File: src/hw/rtl/mgth_pkg.sv
// Shared types, constants and saturating helpers for the GTH stationary solver.
// Used by mgth_muldiv, mgth_ctrl, mgth_dp and markov_stationary_gth.
`default_nettype none

package mgth_pkg;

    localparam int MAX_STATES = 32;
    localparam int IDX_W      = $clog2(MAX_STATES);
    localparam int SIZE_W     = 6;
    localparam int ADDR_W     = $clog2(MAX_STATES * MAX_STATES);
    localparam int CNT_W      = 11;
    localparam int DATA_W     = 64;
    localparam int PROB_W     = 33;
    localparam int OUT_DATA_W = 40;

    localparam logic [CNT_W-1:0]         CNT_MAX = '1;
    localparam logic signed [DATA_W-1:0] FX_ONE  = 64'sh0000_0001_0000_0000;
    localparam logic signed [DATA_W-1:0] S64_MAX = {1'b0, {(DATA_W-1){1'b1}}};
    localparam logic signed [DATA_W-1:0] S64_MIN = {1'b1, {(DATA_W-1){1'b0}}};
    localparam logic [DATA_W-1:0]        U63_MAX = {1'b0, {(DATA_W-1){1'b1}}};

    // result status codes
    typedef logic [1:0] status_t;
    localparam status_t STAT_OK    = 2'd0;
    localparam status_t STAT_COUNT = 2'd1;
    localparam status_t STAT_PIVOT = 2'd2;

    // datapath register operations
    typedef enum logic [3:0] {
        OP_NONE,
        OP_ACC_CLR,
        OP_ACC_MAG_MAT,
        OP_ACC_MAG_X,
        OP_ACC_ADD_RES,
        OP_PIV_SET,
        OP_LAT_A,
        OP_START_UPD,
        OP_START_SCL,
        OP_START_BS,
        OP_START_PROB
    } op_t;

    typedef enum logic {MW_UPD, MW_RES} mw_sel_t;
    typedef enum logic {XW_ONE, XW_ACC} xw_sel_t;

    // controller to datapath
    typedef struct packed {
        logic             load;
        logic             count_clr;
        op_t              op;
        logic             rd_mat;
        logic             wr_mat;
        mw_sel_t          mw_sel;
        logic [IDX_W-1:0] row;
        logic [IDX_W-1:0] col;
        logic [IDX_W-1:0] xidx;
        logic             rd_x;
        logic             wr_x;
        xw_sel_t          xw_sel;
        logic             out_load;
        logic             out_last;
        status_t          out_status;
    } cmd_t;

    localparam cmd_t CMD_NONE = '{
        load: 1'b0, count_clr: 1'b0, op: OP_NONE, rd_mat: 1'b0, wr_mat: 1'b0,
        mw_sel: MW_UPD, row: '0, col: '0, xidx: '0, rd_x: 1'b0, wr_x: 1'b0,
        xw_sel: XW_ONE, out_load: 1'b0, out_last: 1'b0, out_status: STAT_OK
    };

    // datapath to controller
    typedef struct packed {
        logic [SIZE_W-1:0] n;
        logic              count_hit;
        logic              acc_zero;
        logic              div_busy;
        logic              div_done;
        logic              out_free;
    } stat_t;

    // magnitude of a signed word as unsigned
    function automatic logic [DATA_W-1:0] mag64(input logic signed [DATA_W-1:0] v);
        logic [DATA_W-1:0] u;
        u = v;
        return v[DATA_W-1] ? (~u + 1'b1) : u;
    endfunction

    // signed add clamped to the int64 range
    function automatic logic signed [DATA_W-1:0] sat_add(
        input logic signed [DATA_W-1:0] a,
        input logic signed [DATA_W-1:0] b
    );
        logic signed [DATA_W:0] s;
        s = {a[DATA_W-1], a} + {b[DATA_W-1], b};
        if (s[DATA_W] != s[DATA_W-1]) begin
            return s[DATA_W] ? S64_MIN : S64_MAX;
        end
        return s[DATA_W-1:0];
    endfunction

    // unsigned add clamped to 2^63-1
    function automatic logic [DATA_W-1:0] usat_add(
        input logic [DATA_W-1:0] a,
        input logic [DATA_W-1:0] b
    );
        logic [DATA_W-1:0] ac;
        logic [DATA_W:0]   s;
        ac = (a > U63_MAX) ? U63_MAX : a;
        s  = {1'b0, ac} + {1'b0, b};
        return (s > {1'b0, U63_MAX}) ? U63_MAX : s[DATA_W-1:0];
    endfunction

endpackage

`default_nettype wire

File: src/hw/rtl/mgth_ctrl.sv
// Controller: load handshake and the elimination, back-substitution and
// normalize sequence over the datapath. Depends on mgth_pkg.
`default_nettype none

module mgth_ctrl (
    input  wire logic            aclk,
    input  wire logic            aresetn,
    input  wire logic            s_tvalid,
    output logic                 s_tready,
    input  wire logic            s_tlast,
    input  wire mgth_pkg::stat_t stat,
    output mgth_pkg::cmd_t       cmd
);
    import mgth_pkg::*;

    typedef enum logic [4:0] {
        ST_IDLE, ST_PV_RD, ST_PV_ACC, ST_PV_CHK,
        ST_UP_RDL, ST_UP_LATL, ST_UP_RDIL, ST_UP_START, ST_UP_WAIT, ST_UP_WR, ST_UP_NEXT,
        ST_SC_RD, ST_SC_START, ST_SC_WAIT, ST_SC_WR,
        ST_BS_INIT, ST_BS_RD, ST_BS_START, ST_BS_WAIT, ST_BS_ACC, ST_BS_WR,
        ST_SM_RD, ST_SM_ACC, ST_SM_CHK,
        ST_OT_RD, ST_OT_START, ST_OT_WAIT, ST_OT_EMIT,
        ST_ERR
    } state_t;

    state_t           state_reg, state_next;
    logic [IDX_W-1:0] l_reg, l_next;
    logic [IDX_W-1:0] i_reg, i_next;
    logic [IDX_W-1:0] j_reg, j_next;
    status_t          err_reg, err_next;

    logic [IDX_W-1:0] nm1;
    logic [IDX_W-1:0] lm1;
    logic             s_beat;

    assign nm1    = IDX_W'(stat.n - 1'b1);
    assign lm1    = l_reg - 1'b1;
    assign s_beat = s_tvalid && s_tready;

    // next state and datapath commands
    always_comb begin
        state_next = state_reg;
        l_next     = l_reg;
        i_next     = i_reg;
        j_next     = j_reg;
        err_next   = err_reg;
        cmd        = CMD_NONE;
        s_tready   = (state_reg == ST_IDLE) && stat.out_free;
        case (state_reg)
            ST_IDLE: begin
                if (s_beat) begin
                    cmd.load = 1'b1;
                    if (s_tlast) begin
                        cmd.count_clr = 1'b1;
                        if (stat.count_hit) begin
                            l_next     = nm1;
                            j_next     = '0;
                            cmd.op     = OP_ACC_CLR;
                            state_next = ST_PV_RD;
                        end else begin
                            err_next   = STAT_COUNT;
                            state_next = ST_ERR;
                        end
                    end
                end
            end
            // pivot sum over row l left of the diagonal
            ST_PV_RD: begin
                cmd.rd_mat = 1'b1;
                cmd.row    = l_reg;
                cmd.col    = j_reg;
                state_next = ST_PV_ACC;
            end
            ST_PV_ACC: begin
                cmd.op = OP_ACC_MAG_MAT;
                if (j_reg == lm1) begin
                    state_next = ST_PV_CHK;
                end else begin
                    j_next     = j_reg + 1'b1;
                    state_next = ST_PV_RD;
                end
            end
            ST_PV_CHK: begin
                if (stat.acc_zero) begin
                    err_next   = STAT_PIVOT;
                    state_next = ST_ERR;
                end else begin
                    cmd.op     = OP_PIV_SET;
                    j_next     = '0;
                    state_next = ST_UP_RDL;
                end
            end
            // rank-one update of the leading block
            ST_UP_RDL: begin
                cmd.rd_mat = 1'b1;
                cmd.row    = l_reg;
                cmd.col    = j_reg;
                state_next = ST_UP_LATL;
            end
            ST_UP_LATL: begin
                cmd.op     = OP_LAT_A;
                i_next     = '0;
                state_next = ST_UP_RDIL;
            end
            ST_UP_RDIL: begin
                if (i_reg == j_reg) begin
                    state_next = ST_UP_NEXT;
                end else begin
                    cmd.rd_mat = 1'b1;
                    cmd.row    = i_reg;
                    cmd.col    = l_reg;
                    state_next = ST_UP_START;
                end
            end
            ST_UP_START: begin
                cmd.op     = OP_START_UPD;
                cmd.rd_mat = 1'b1;
                cmd.row    = i_reg;
                cmd.col    = j_reg;
                state_next = ST_UP_WAIT;
            end
            ST_UP_WAIT: begin
                if (stat.div_done) begin
                    state_next = ST_UP_WR;
                end
            end
            ST_UP_WR: begin
                cmd.wr_mat = 1'b1;
                cmd.mw_sel = MW_UPD;
                cmd.row    = i_reg;
                cmd.col    = j_reg;
                state_next = ST_UP_NEXT;
            end
            ST_UP_NEXT: begin
                if (i_reg == lm1) begin
                    i_next = '0;
                    if (j_reg == lm1) begin
                        state_next = ST_SC_RD;
                    end else begin
                        j_next     = j_reg + 1'b1;
                        state_next = ST_UP_RDL;
                    end
                end else begin
                    i_next     = i_reg + 1'b1;
                    state_next = ST_UP_RDIL;
                end
            end
            // scale column l by the pivot sum
            ST_SC_RD: begin
                cmd.rd_mat = 1'b1;
                cmd.row    = i_reg;
                cmd.col    = l_reg;
                state_next = ST_SC_START;
            end
            ST_SC_START: begin
                cmd.op     = OP_START_SCL;
                state_next = ST_SC_WAIT;
            end
            ST_SC_WAIT: begin
                if (stat.div_done) begin
                    state_next = ST_SC_WR;
                end
            end
            ST_SC_WR: begin
                cmd.wr_mat = 1'b1;
                cmd.mw_sel = MW_RES;
                cmd.row    = i_reg;
                cmd.col    = l_reg;
                if (i_reg == lm1) begin
                    if (l_reg == IDX_W'(1)) begin
                        state_next = ST_BS_INIT;
                    end else begin
                        l_next     = lm1;
                        j_next     = '0;
                        cmd.op     = OP_ACC_CLR;
                        state_next = ST_PV_RD;
                    end
                end else begin
                    i_next     = i_reg + 1'b1;
                    state_next = ST_SC_RD;
                end
            end
            // back-substitution from x0 = 1.0
            ST_BS_INIT: begin
                cmd.wr_x   = 1'b1;
                cmd.xw_sel = XW_ONE;
                cmd.xidx   = '0;
                cmd.op     = OP_ACC_CLR;
                l_next     = IDX_W'(1);
                i_next     = '0;
                state_next = ST_BS_RD;
            end
            ST_BS_RD: begin
                cmd.rd_x   = 1'b1;
                cmd.xidx   = i_reg;
                cmd.rd_mat = 1'b1;
                cmd.row    = i_reg;
                cmd.col    = l_reg;
                state_next = ST_BS_START;
            end
            ST_BS_START: begin
                cmd.op     = OP_START_BS;
                state_next = ST_BS_WAIT;
            end
            ST_BS_WAIT: begin
                if (stat.div_done) begin
                    state_next = ST_BS_ACC;
                end
            end
            ST_BS_ACC: begin
                cmd.op = OP_ACC_ADD_RES;
                if (i_reg == lm1) begin
                    state_next = ST_BS_WR;
                end else begin
                    i_next     = i_reg + 1'b1;
                    state_next = ST_BS_RD;
                end
            end
            ST_BS_WR: begin
                cmd.wr_x   = 1'b1;
                cmd.xw_sel = XW_ACC;
                cmd.xidx   = l_reg;
                cmd.op     = OP_ACC_CLR;
                i_next     = '0;
                if (l_reg == nm1) begin
                    state_next = ST_SM_RD;
                end else begin
                    l_next     = l_reg + 1'b1;
                    state_next = ST_BS_RD;
                end
            end
            // absolute sum of the solution
            ST_SM_RD: begin
                cmd.rd_x   = 1'b1;
                cmd.xidx   = i_reg;
                state_next = ST_SM_ACC;
            end
            ST_SM_ACC: begin
                cmd.op = OP_ACC_MAG_X;
                if (i_reg == nm1) begin
                    state_next = ST_SM_CHK;
                end else begin
                    i_next     = i_reg + 1'b1;
                    state_next = ST_SM_RD;
                end
            end
            ST_SM_CHK: begin
                if (stat.acc_zero) begin
                    err_next   = STAT_PIVOT;
                    state_next = ST_ERR;
                end else begin
                    cmd.op     = OP_PIV_SET;
                    i_next     = '0;
                    state_next = ST_OT_RD;
                end
            end
            // normalize and emit one beat per state
            ST_OT_RD: begin
                cmd.rd_x   = 1'b1;
                cmd.xidx   = i_reg;
                state_next = ST_OT_START;
            end
            ST_OT_START: begin
                cmd.op     = OP_START_PROB;
                state_next = ST_OT_WAIT;
            end
            ST_OT_WAIT: begin
                if (stat.div_done) begin
                    state_next = ST_OT_EMIT;
                end
            end
            ST_OT_EMIT: begin
                cmd.xidx       = i_reg;
                cmd.out_status = STAT_OK;
                cmd.out_last   = i_reg == nm1;
                if (stat.out_free) begin
                    cmd.out_load = 1'b1;
                    if (i_reg == nm1) begin
                        state_next = ST_IDLE;
                    end else begin
                        i_next     = i_reg + 1'b1;
                        state_next = ST_OT_RD;
                    end
                end
            end
            ST_ERR: begin
                cmd.xidx       = '0;
                cmd.out_status = err_reg;
                cmd.out_last   = 1'b1;
                if (stat.out_free) begin
                    cmd.out_load = 1'b1;
                    state_next   = ST_IDLE;
                end
            end
            default: state_next = ST_IDLE;
        endcase
    end

    // state and loop counters
    always_ff @(posedge aclk) begin
        if (!aresetn) begin
            state_reg <= ST_IDLE;
            l_reg     <= '0;
            i_reg     <= '0;
            j_reg     <= '0;
            err_reg   <= STAT_OK;
        end else begin
            state_reg <= state_next;
            l_reg     <= l_next;
            i_reg     <= i_next;
            j_reg     <= j_next;
            err_reg   <= err_next;
        end
    end

    // a run closes the input until its results are out
    a_last_closes: assert property (@(posedge aclk) disable iff (!aresetn)
        (s_beat && s_tlast) |=> !s_tready)
        else $error("input still open after last beat");

    // the mul/div unit is started only when idle
    a_div_free: assert property (@(posedge aclk) disable iff (!aresetn)
        (cmd.op == OP_START_UPD || cmd.op == OP_START_SCL ||
         cmd.op == OP_START_BS || cmd.op == OP_START_PROB) |-> !stat.div_busy)
        else $error("mul/div started while busy");

    // never overwrite a pending result
    a_out_free: assert property (@(posedge aclk) disable iff (!aresetn)
        cmd.out_load |-> stat.out_free)
        else $error("result register overrun");

    // loading never shares the matrix port with the solve
    a_port_excl: assert property (@(posedge aclk) disable iff (!aresetn)
        cmd.load |-> !(cmd.wr_mat || cmd.rd_mat))
        else $error("matrix port conflict");

endmodule

`default_nettype wire

File: config.mk
export PLATFORM = sky130hd
export DESIGN_NAME = mgth_ctrl
export DESIGN_NICKNAME = d
export VERILOG_FILES = /design/src/hw/rtl/mgth_pkg.sv /design/src/hw/rtl/mgth_ctrl.sv
export SDC_FILE = /design/constraint.sdc
export NUM_CORES = 1
export LEC_CHECK = 0
export BUFFER_PORTS_ARGS = -buffer_cell sky130_fd_sc_hd__buf_2
export CORE_AREA = 2 2 81 91
export DETAILED_ROUTE_END_ITERATION = 10
export DIE_AREA = 0 0 83 93
export PLACE_DENSITY = 0.67
export SYNTH_ARGS = -nofsm -noshare
export SYNTH_HDL_FRONTEND = slang
export SYNTH_SLANG_ARGS = --single-unit
File: constraint.sdc
create_clock -name aclk -period 2.25 [get_ports aclk]
set_input_delay 0.225 -clock aclk [delete_from_list [all_inputs] [get_ports aclk]]
set_output_delay 0.225 -clock aclk [all_outputs]
set_load 0.03 [all_outputs]
==> flow_summary.toml <==
[synthesis]
post_synthesis_share_of_cell_area_spent_on_xor_and_xnor_gates_pct = 11.9
synth_simple_gate_area_share_pct = 32.5
post-synth-top-area-cell = "dfxtp_1"
synthFlopType = "dfxtp_1"
yosys.area_share.adder_pct = 2.53
postSynthRegisterBits = 22
synthesis.area_sq_mm = 0.00297
synth_top_area_share_pct = 14.9
synth.lib_cells_used.distinct = 73
synth_top_family_by_area = "simple AND/OR/NAND/NOR gates"
syn_avg_cell_area_sq_um = 6.99
synth_seq_area_share_pct = 14.9
synth_fp_nets = 445
netlist_top_cells_count = "nor2_1, nand2_1, a21oi_1"
synth-async-reset-ratio_pct = 0
synth_mux_area_share_pct = 1.35
synth_top_cells_by_area = "dfxtp_1, xnor2_1, nor2_1"
synth-compound-area-share_pct = 29.3
yosysMostFrequentCell = "nor2_1"
synth-edff-count = 0
ys.warnings.count = 0
instance_count_of_the_mapped_netlist = 424

[grt]
grt.total_usage_pct = 25.9
grt_pass1_vias = 3323
grt_antenna_before_repair = 0
grt_pass1_wl_mm = 16.4
grtUsageMet2_pct = 44.9
globalRouteOverflowTotal = 0
largest_net_degree_at_the_start_of_global_routing = 31
globalRouteMet3Util_pct = 2.91
use_met1_pct = 32.1
grt-busiest-layer = "met2"

[timing]
max_slew_headroom_pct = 64.8
number_of_hold_violations_in_the_final_report = 0
timing.final.max_slew_violations = 0
final.setup.tns_ns = -0.542
final_critical_path_setup_slack_ns = -0.110
timing.final.crit_period_ns = 2.36
clock.fmax_mhz = 424
setup_viol_count_final = 10
worst_slew_pin_slew_ns = 0.527
layout_worst_path_cycle_share_pct = 105
worst_clock_skew_ns = 0.00965
rsz0062_at_grt = "yes"

[worst_setup_path]
cp.arrival_ns = 2.13
crit_top_cell = "buf_4"
critical-path-slowest-cell = "a311o_2"
worst-path-buf-inv = 3
critical-path-top-delay-family = "compound AO/OA/AOI/OAI gates"
path_cells = "xnor2_2, nand3_2, nor3_2, buf_4, nor4_4, buf_4, a311o_2, a22o_1, buf_6"
end_kind = "output pin"
critical_path_required_ns = 2.03
worstSetupPathType = "reg2out"
timing.critical_path.fanout_max = 5
cp_slowest_stage_delay_ns = 0.41
start_kind = "flip-flop"

[placed_design]
hpwl_after_detailed_placement_mm = 8.09
numPortBuffers = 44
placed_area_sq_mm = 0.00375
place.gp.congestion = 0.937

[floorplan]
dieWidth_um = 83
core-area_sq_mm = 0.00685
die_span_in_y_um = 93
row_count = 32
boundaryPins = 47
start_util_pct = 43.3
fp.dieArea_sq_mm = 0.00772

[clock_tree]
htreeDepth = 1
clock_net_sink_count = 22
clk-insertion-delay-late_ns = 0.29
clock_path_buffers = 2
tritoncts_clock_tree = "built"
cts_made_buffers = 3
clk_pin_slew_ns = 0.11
clock_root_buffer_master = "clkbuf_8"
holdBufCountCts = 0

[final_layout]
areaGrowthSynthToFinish_pct = 41.2
n_antenna_cell = 0
final_design_area_no_fill_sq_mm = 0.00419
sequential_cell_area_sq_um = 464
fillerInstances = 617
finalNetCount = 553
post_route_cells_drive_above_1_share_pct = 39.2
multi_input_comb_area_sq_mm = 0.00246

[detailed_routing]
post-route-drc-count = 0
drt-wirelength-per-cell_um = 17.7
dr.first_iter.drc_count = 312
overall_via_count_from_detail_route = 3719
via_density = 6.04
routed_wirelength_mm = 10.9
drt_pre_antenna_iters = 6
postRouteAntennaNets = 0

[pwr]
max-vdd-ir-drop_mv = 0.538
cellPowerDensity_mw_per_mm2 = 986
cellLeakagePower_nw = 1.81

[flow_run]
cap_violations = 0

[outcome]
violated_checks = "setup timing"
outcome = "finished, violations left"

[worst_hold_path]
type_of_the_tightest_min_delay_check = "in2reg"
logic make-up after synthesis:
logic type,after synthesis
AOI/OAI and AO/OA,128
muxes,4
DFF,22
adders and majority gates,6
xor gates and xnor gates,37
buffers and inverters,48
and+or+nand+nor,179
layout make-up:
type	count	share of cell area [%]
Timing Repair Buffer	138	24.8
Multi-Input combinational cell	355	58.8
Inverter	12	1.14
Sequential cell	22	11.1
Clock inverter	1	0.717
Clock buffer	3	0.986
Tap cell	85	2.54
per-stage QoR:
stage               power, mW  util, %  cells  hold slack [ns]  setup slack (ns)
finish                   4.13     61.1    616            0.436            -0.110
global route             4.37     61.1    616            0.455            -0.199
CTS                      3.83     57.7    602            0.434           -0.0496
detailed placement       3.33     54.7    596            0.517            -0.116
global placement         3.30     54.7    596            0.466           -0.0343
floorplan                2.27        -    424            0.455            0.0119
report_power, final:
part           switching, mW  internal, mW  leakage, nW
Clock                  0.170         0.239       0.0357
Combinational           1.76          1.39         1.59
Sequential             0.102         0.468        0.185
Total                   2.03          2.09         1.81
worst paths after layout:
| path | slack (ns) | from | cells after the start | to |
|---|---|---|---|---|
| hold reg to reg | 0.52 | err_reg[0] | 2 | err_reg[0] |
| hold / removal | 0.44 | aresetn | 3 | l_reg[4] |
| setup / recovery | -0.11 | i_reg[0] | 9 | cmd[20] |
| setup reg to reg | 0.01 | state_reg[1] | 9 | l_reg[0] |
routing by layer:
layer  vias up  routed length (um)
met1      1728                4290
met2       189                5290
met4         0                 494
li1       1767                   -
met3        35                 807
met5         -                   0
layout by cell type, fill, tap and decap left out, drive strengths merged, types with 5 or more instances in the layout:
cell type,count
or3,6
nand3,16
a31oi,7
a22o,16
dfxtp,22
nor2b,5
o21ai,27
o22ai,11
inv,10
and3,5
xor2,13
buf,137
xnor2,22
and2,8
nor2,42
a21oi,29
o211ai,5
nand2b,11
nor3,19
ha,6
nand2,39
timing repair:
action / CTS / global route
pin swaps: 10 / 16
endpoints found under the setup margin: 28 / 31
setup buffers: 2 / 12
gates resized for setup: 40 / 33
gates cloned: 0 / 2
worst reg2reg max path: stages, from the launching register on:
cell	delay [ns]
dfxtp_4	0.36
buf_4	0.14
clkbuf_16	0.16
or3_1	0.40
nor2_1	0.25
a31oi_1	0.13
nor2_1	0.14
o21ai_2	0.09
a311o_1	0.35
a21boi_1	0.14
Note: power is estimated with default switching activity, not from simulation.
